$ cat src/hdl/cobt_pkg.sv
// ----------------------------------------------------------------------------
// cobt_pkg: shared types, constants and the quarter-wave sine table
// Holds the pipeline control struct and the sine helpers for the
// circle versus rotated box test.
// ----------------------------------------------------------------------------
`default_nettype none

package cobt_pkg;

   localparam int NUM_STAGES = 7;
   localparam int SINE_BITS  = 16;     // signed Q1.14 sine and cosine
   localparam int TAB_BITS   = 15;     // unsigned table entry, 0..16384
   localparam int DELTA_BITS = 9;      // step between neighboring entries
   localparam int FRAC_BITS  = 9;      // in-segment position, 0..256
   localparam int QUARTER    = 16384;  // quarter wave in table phase units
   localparam int ROT_SHIFT  = 14;
   localparam int ROT_ROUND  = 8192;

   typedef struct packed {
      logic [NUM_STAGES-1:0] load;
   } pipe_ctl_type;

   typedef struct packed {
      logic [TAB_BITS-1:0]   base;
      logic [DELTA_BITS-1:0] delta;
      logic [FRAC_BITS-1:0]  frac;
      logic                  neg;
   } sine_prep_type;

   // round(16384 * sin(k * pi / 128)) for k = 0..64
   function automatic logic [TAB_BITS-1:0] sine_table(input logic [6:0] idx);
      logic [TAB_BITS-1:0] t;
      case (idx)
         7'd0:  t = 15'd0;      7'd1:  t = 15'd402;    7'd2:  t = 15'd804;
         7'd3:  t = 15'd1205;   7'd4:  t = 15'd1606;   7'd5:  t = 15'd2006;
         7'd6:  t = 15'd2404;   7'd7:  t = 15'd2801;   7'd8:  t = 15'd3196;
         7'd9:  t = 15'd3590;   7'd10: t = 15'd3981;   7'd11: t = 15'd4370;
         7'd12: t = 15'd4756;   7'd13: t = 15'd5139;   7'd14: t = 15'd5520;
         7'd15: t = 15'd5897;   7'd16: t = 15'd6270;   7'd17: t = 15'd6639;
         7'd18: t = 15'd7005;   7'd19: t = 15'd7366;   7'd20: t = 15'd7723;
         7'd21: t = 15'd8076;   7'd22: t = 15'd8423;   7'd23: t = 15'd8765;
         7'd24: t = 15'd9102;   7'd25: t = 15'd9434;   7'd26: t = 15'd9760;
         7'd27: t = 15'd10080;  7'd28: t = 15'd10394;  7'd29: t = 15'd10702;
         7'd30: t = 15'd11003;  7'd31: t = 15'd11297;  7'd32: t = 15'd11585;
         7'd33: t = 15'd11866;  7'd34: t = 15'd12140;  7'd35: t = 15'd12406;
         7'd36: t = 15'd12665;  7'd37: t = 15'd12916;  7'd38: t = 15'd13160;
         7'd39: t = 15'd13395;  7'd40: t = 15'd13623;  7'd41: t = 15'd13842;
         7'd42: t = 15'd14053;  7'd43: t = 15'd14256;  7'd44: t = 15'd14449;
         7'd45: t = 15'd14635;  7'd46: t = 15'd14811;  7'd47: t = 15'd14978;
         7'd48: t = 15'd15137;  7'd49: t = 15'd15286;  7'd50: t = 15'd15426;
         7'd51: t = 15'd15557;  7'd52: t = 15'd15679;  7'd53: t = 15'd15791;
         7'd54: t = 15'd15893;  7'd55: t = 15'd15986;  7'd56: t = 15'd16069;
         7'd57: t = 15'd16143;  7'd58: t = 15'd16207;  7'd59: t = 15'd16261;
         7'd60: t = 15'd16305;  7'd61: t = 15'd16340;  7'd62: t = 15'd16364;
         7'd63: t = 15'd16379;  7'd64: t = 15'd16384;
         default: t = 15'd16384;
      endcase
      return t;
   endfunction

   // Folds the quadrant, splits the phase into segment and fraction and
   // fetches the two table entries around it.
   function automatic sine_prep_type sine_prep(input logic [1:0] quad,
                                               input logic [13:0] phase);
      logic [TAB_BITS-1:0] v;
      logic [5:0]          seg;
      logic [TAB_BITS-1:0] lo;
      logic [TAB_BITS-1:0] hi;
      sine_prep_type       p;
      v = quad[0] ? (15'(QUARTER) - {1'b0, phase}) : {1'b0, phase};
      if (v[14]) begin
         seg    = 6'd63;
         p.frac = 9'd256;
      end else begin
         seg    = v[13:8];
         p.frac = {1'b0, v[7:0]};
      end
      lo      = sine_table({1'b0, seg});
      hi      = sine_table({1'b0, seg} + 7'd1);
      p.base  = lo;
      p.delta = DELTA_BITS'(hi - lo);
      p.neg   = quad[1];
      return p;
   endfunction

endpackage

`default_nettype wire

$ cat src/hdl/cobt_clamp_cmp.sv
// ----------------------------------------------------------------------------
// cobt_clamp_cmp: distance outside the box and the radius compare
// Excess per axis, squares, then the strict compare against the radius.
// ----------------------------------------------------------------------------
`default_nettype none

module cobt_clamp_cmp #(
   parameter int COORD_BITS = 24
) (
   input  wire logic                        clock,
   input  wire cobt_pkg::pipe_ctl_type      ctl,
   input  wire logic [COORD_BITS-2:0]       box_width,
   input  wire logic [COORD_BITS-2:0]       box_height,
   input  wire logic [COORD_BITS-2:0]       circle_radius,
   input  wire logic signed [COORD_BITS+3:0] local_x,
   input  wire logic signed [COORD_BITS+3:0] local_y,
   output logic                             hit
);

   localparam int LW = COORD_BITS + 4;
   localparam int EW = COORD_BITS + 1;
   localparam int QW = 2 * EW;

   logic [COORD_BITS-2:0] w_ff [4];
   logic [COORD_BITS-2:0] h_ff [4];
   logic [COORD_BITS-2:0] r_ff [5];
   logic [EW-1:0]         ex_ff, ey_ff;
   logic [QW-1:0]         sqx_ff, sqy_ff;
   logic [2*COORD_BITS-1:0] rsq_ff;
   logic [COORD_BITS-1:0] diam;
   logic [QW:0]           dist_in;
   logic                  hit_ff;

   // Excess of twice the coordinate over the full extent. Anything at or
   // above 2^COORD_BITS already exceeds every diameter, so it saturates there.
   function automatic logic [EW-1:0] excess(input logic signed [LW-1:0] l,
                                            input logic [COORD_BITS-2:0] full);
      logic [LW-1:0] mag;
      logic [LW:0]   twice;
      logic [LW:0]   diff;
      mag   = l[LW-1] ? LW'(-l) : LW'(l);
      twice = {mag, 1'b0};
      diff  = (twice > (LW+1)'(full)) ? (twice - (LW+1)'(full)) : '0;
      return (diff[LW:COORD_BITS] != '0) ? {1'b1, {COORD_BITS{1'b0}}} : diff[EW-1:0];
   endfunction

   assign diam    = {r_ff[4], 1'b0};
   assign dist_in = (QW+1)'(sqx_ff) + (QW+1)'(sqy_ff);

   always_ff @(posedge clock) begin
      if (ctl.load[0]) begin
         w_ff[0] <= box_width;
         h_ff[0] <= box_height;
         r_ff[0] <= circle_radius;
      end
      for (int k = 1; k < 4; k++) begin
         if (ctl.load[k]) begin
            w_ff[k] <= w_ff[k-1];
            h_ff[k] <= h_ff[k-1];
            r_ff[k] <= r_ff[k-1];
         end
      end
      if (ctl.load[4]) begin
         r_ff[4] <= r_ff[3];
         ex_ff   <= excess(local_x, w_ff[3]);
         ey_ff   <= excess(local_y, h_ff[3]);
      end
      if (ctl.load[5]) begin
         sqx_ff <= QW'(ex_ff) * QW'(ex_ff);
         sqy_ff <= QW'(ey_ff) * QW'(ey_ff);
         rsq_ff <= (2*COORD_BITS)'(diam) * (2*COORD_BITS)'(diam);
      end
      if (ctl.load[6]) begin
         hit_ff <= dist_in < (QW+1)'(rsq_ff);
      end
   end

   assign hit = hit_ff;

endmodule

`default_nettype wire

$ cat config.mk
export PLATFORM = sky130hd
export DESIGN_NAME = cobt_clamp_cmp
export DESIGN_NICKNAME = d
export VERILOG_FILES = /design/src/hdl/cobt_pkg.sv /design/src/hdl/cobt_clamp_cmp.sv
export SDC_FILE = /design/constraint.sdc
export NUM_CORES = 2
export LEC_CHECK = 0
export BUFFER_PORTS_ARGS = -buffer_cell sky130_fd_sc_hd__buf_2
export CELL_PAD_IN_SITES_DETAIL_PLACEMENT = 1
export CELL_PAD_IN_SITES_GLOBAL_PLACEMENT = 1
export CORE_MARGIN = 1
export CORE_UTILIZATION = 36
export CTS_CLUSTER_DIAMETER = 50
export CTS_CLUSTER_SIZE = 16
export DETAILED_ROUTE_END_ITERATION = 8
export MAX_ROUTING_LAYER = met4
export PLACE_DENSITY_LB_ADDON = 0.1
export SLEW_MARGIN = 40
export SYNTH_ARGS = -nofsm -noshare
export SYNTH_HDL_FRONTEND = slang
export SYNTH_SLANG_ARGS = --single-unit
$ cat constraint.sdc
create_clock -name clock -period 20.3 [get_ports clock]
set_input_delay 4.06 -clock clock [delete_from_list [all_inputs] [get_ports clock]]
set_output_delay 4.06 -clock clock [all_outputs]
set_load 0.03 [all_outputs]
==> run_results.csv <==
group,metric,value,unit
cts,cts_hold_buffers,0,
cts,cts_buffers,70,
critical_path,rr_worst_depth,25,
placement,dp.cells,9831,
hold_path,min_to,"w_ff[3][17]",
synthesis,synth_warnings,0,
critical_path,critPathKind,"flop to flop",
die,row_count,164,
sta,finalCritPeriodShare,42.1,%
die,die_h,451,um
synthesis,ys_seq_area_share,20.3,%
cts,ctsResizeCount,0,
synthesis,synth_nets,9287,
drt,vias_per_cell,4.77,
die,fp.dieW,451,um
drt,wire_per_inst,19.5,um
synthesis,yosysTopAreaCellShare,36.4,%
critical_path,r2r_start,"ey_ff[8]",
sta,final-hold-violation-count,0,
cts,cts_tree,"yes",
critical_path,critPathCaptureType,"flop",
die,floorplan.core_area,0.200,mm^2
die,start_util,36.3,%
hold_path,min_path_type,"flop to flop",
sta,min_period,8.55,ns
die,die-area,0.203,mm^2
cells_and_area,layout.area.seq,0.0147,mm^2
sta,max_slew_margin,44.1,%
hold_path,worstHoldStart,"w_ff[2][17]",
sta,fin_skew,0.0286,ns
cells_and_area,instances_no_fill,9958,
sta,rsz0062_at_grt,"false",
drt,drc,0,
sta,worstMarginPinSlew,0.832,ns
placement,dp_slack,11.17,ns
global_routing,grt_max_degree,92,
critical_path,required,20.68,ns
sta,layout_setup_ws,11.75,ns
synthesis,syn_area_per_cell,10.2,um^2
synthesis,synth.most_common_cell,"inv_1",
drt,vias,47465,
global_routing,grt_pass1_vias,55374,
synthesis,synth_flop_cell,"edfxtp_1",
synthesis,synthTopCellsByCount,"inv_1 (1962), fa_1 (1319), ha_1 (693)",
sta,drv_slew,0,
cts,clk_latency,0.66,ns
cells_and_area,final_layout_size_suffix_gt1_share,5.26,%
synthesis,synth_area_leaders,"fa_1 (36%), edfxtp_1 (20%), ha_1 (12%)",
cells_and_area,fill_cells,22483,
synthesis,synth_enable_flop_cells,491,
sta,max_freq,117,MHz
cts,cts.clk_slew.worst_paths,0.07,ns
drt,dr.pass1.iters,5,
cells_and_area,multi_input_area,0.0497,mm^2
cells_and_area,finalNetCount,9392,
drt,ant_nets,0,
placement,io_buffers,133,
global_routing,overflow,0,
critical_path,reg2reg_setup_slack,11.75,ns
critical_path,critical_path_arrival,8.93,ns
critical_path,startpoint_type,"flop",
critical_path,timing.rr.end,"sqy_ff[40]",
sta,whs,0.409,ns
cts,cts_setup_buffers,0,
flow_run,maxCapViolCount,0,
global_routing,antenna_found_initial,6,
cts,htreeDepth,3,
synthesis,yosys.area.top_type,"fa_1",
cells_and_area,synthToLayoutAreaGrowth,8.81,%
synthesis,ys_ff_latch,491,
drt,drt_iter0_drc,1801,
global_routing,grt_pass1_wl,315000,um
sta,setup_tns,0,ns
synthesis,ys_types,87,
die,io_pins,134,
critical_path,cp_max_fo,21,
placement,hpwl,157000,um
placement,gp_congestion,0.820,
cts,root_buffer,"clkbuf_16",
global_routing,grt.total_usage,20.6,%
cts,clkSinkCount,491,
hold_path,hold_path_depth,0,
drt,totalWireLength,194000,um
synthesis,syn_inst,7142,
sta,setup_viol,0,
synthesis,async_flop_share,0,%
cts,cts_buffer_depth,3,
outcome,status,"finished, final reports clean",
synthesis,synth_area,0.0725,mm^2
-- registers in the layout, summed over array words and instances (netlist names) --
name and count:
ey_ff 25, r_ff 115, ex_ff 25, sqy_ff 48
rsq_ff 45, sqx_ff 48, h_ff 92, w_ff 92
hit 1
-- per-stage QoR --
stage / area [um^2] / utilization, %
after floorplan: 72500 / -
final: 78900 / 39.5
after global placement: 76400 / 38.2
after CTS: 78900 / 39.5
after detailed placement: 76500 / 38.3
after global routing: 78900 / 39.5
-- layer usage --
| metal | share of wire (%) | up-vias | global-route usage, % |
|---|---|---|---|
| met5 | 0 | - | - |
| met4 | 2.1 | 0 | 4.43 |
| met3 | 3.1 | 212 | 2.26 |
| met2 | 50 | 572 | 35.2 |
| met1 | 45 | 24609 | 26.1 |
| li1 | - | 22072 | - |
-- critical path: stages (launching register included) --
cell      delay, ns
edfxtp_1       0.35
buf_4          0.39
inv_1          0.38
nor2_1         0.36
inv_1          0.10
fa_1           0.51
inv_1          0.06
fa_1           0.51
fa_1           0.58
ha_1           0.15
inv_1          0.05
fa_1           0.48
inv_1          0.06
fa_1           0.57
fa_1           0.43
ha_1           0.39
a21o_1         0.20
a21o_1         0.22
a221oi_2       0.37
a21boi_1       0.15
o21ai_1        0.27
a21oi_1        0.16
or4_1          0.59
or4_1          0.50
a31oi_1        0.28
xnor2_1        0.13
-- worst max path at each step --
| stage | start | slack (ns) | end |
|---|---|---|---|
| 2_1_floorplan | local_y[0] | 12.17 | ey_ff[11] |
| 3_3_place_gp | local_y[0] | 11.30 | ey_ff[11] |
| 3_5_place_dp | local_y[0] | 11.17 | ey_ff[2] |
| 4_1_cts | ex_ff[21] | 11.68 | sqx_ff[46] |
| 5_1_grt | r_ff[0][92] | 11.21 | rsq_ff[46] |
| 6_report | ey_ff[8] | 11.75 | sqy_ff[40] |
-- logic make-up after synthesis --
family                     Yosys count  synth area share (%)
buffers and inverters             2145                  11.1
DFF                                491                  20.3
xor gates and xnor gates           291                  3.51
adders and majority gates         2012                  48.4
and+or+nand+nor                   1493                  10.3
AOI/OAI and AO/OA                  701                  6.29
muxes                                9                 0.131
-- area by class of cell --
cell class / instances / area share, %
diodes: 1 / 0.00317
clock buffers: 74 / 2.27
clock inverters: 52 / 0.831
inverters: 1963 / 9.34
multi-input cells: 4506 / 63.0
flip-flops and latches: 491 / 18.7
well taps: 2656 / 4.21
repair buffers: 215 / 1.67
-- cell usage in the layout, fill, tap and decap left out, types with 36 or more instances in the layout --
cell type	instances
fa_1	1319
nand2_1	589
a21o_1	147
nor2b_1	53
buf_4	85
nor2_1	202
nand4_1	36
inv_1	1962
edfxtp_1	491
buf_2	127
ha_1	693
a21oi_1	202
and2_1	385
xnor2_1	200
nand2b_1	38
nand3_1	47
o21ai_0	116
nor3_1	36
clkbuf_16	71
xor2_1	91
Power is not shown: default switching activity piles up to over one toggle a cycle in this logic, so the estimate is an artifact.
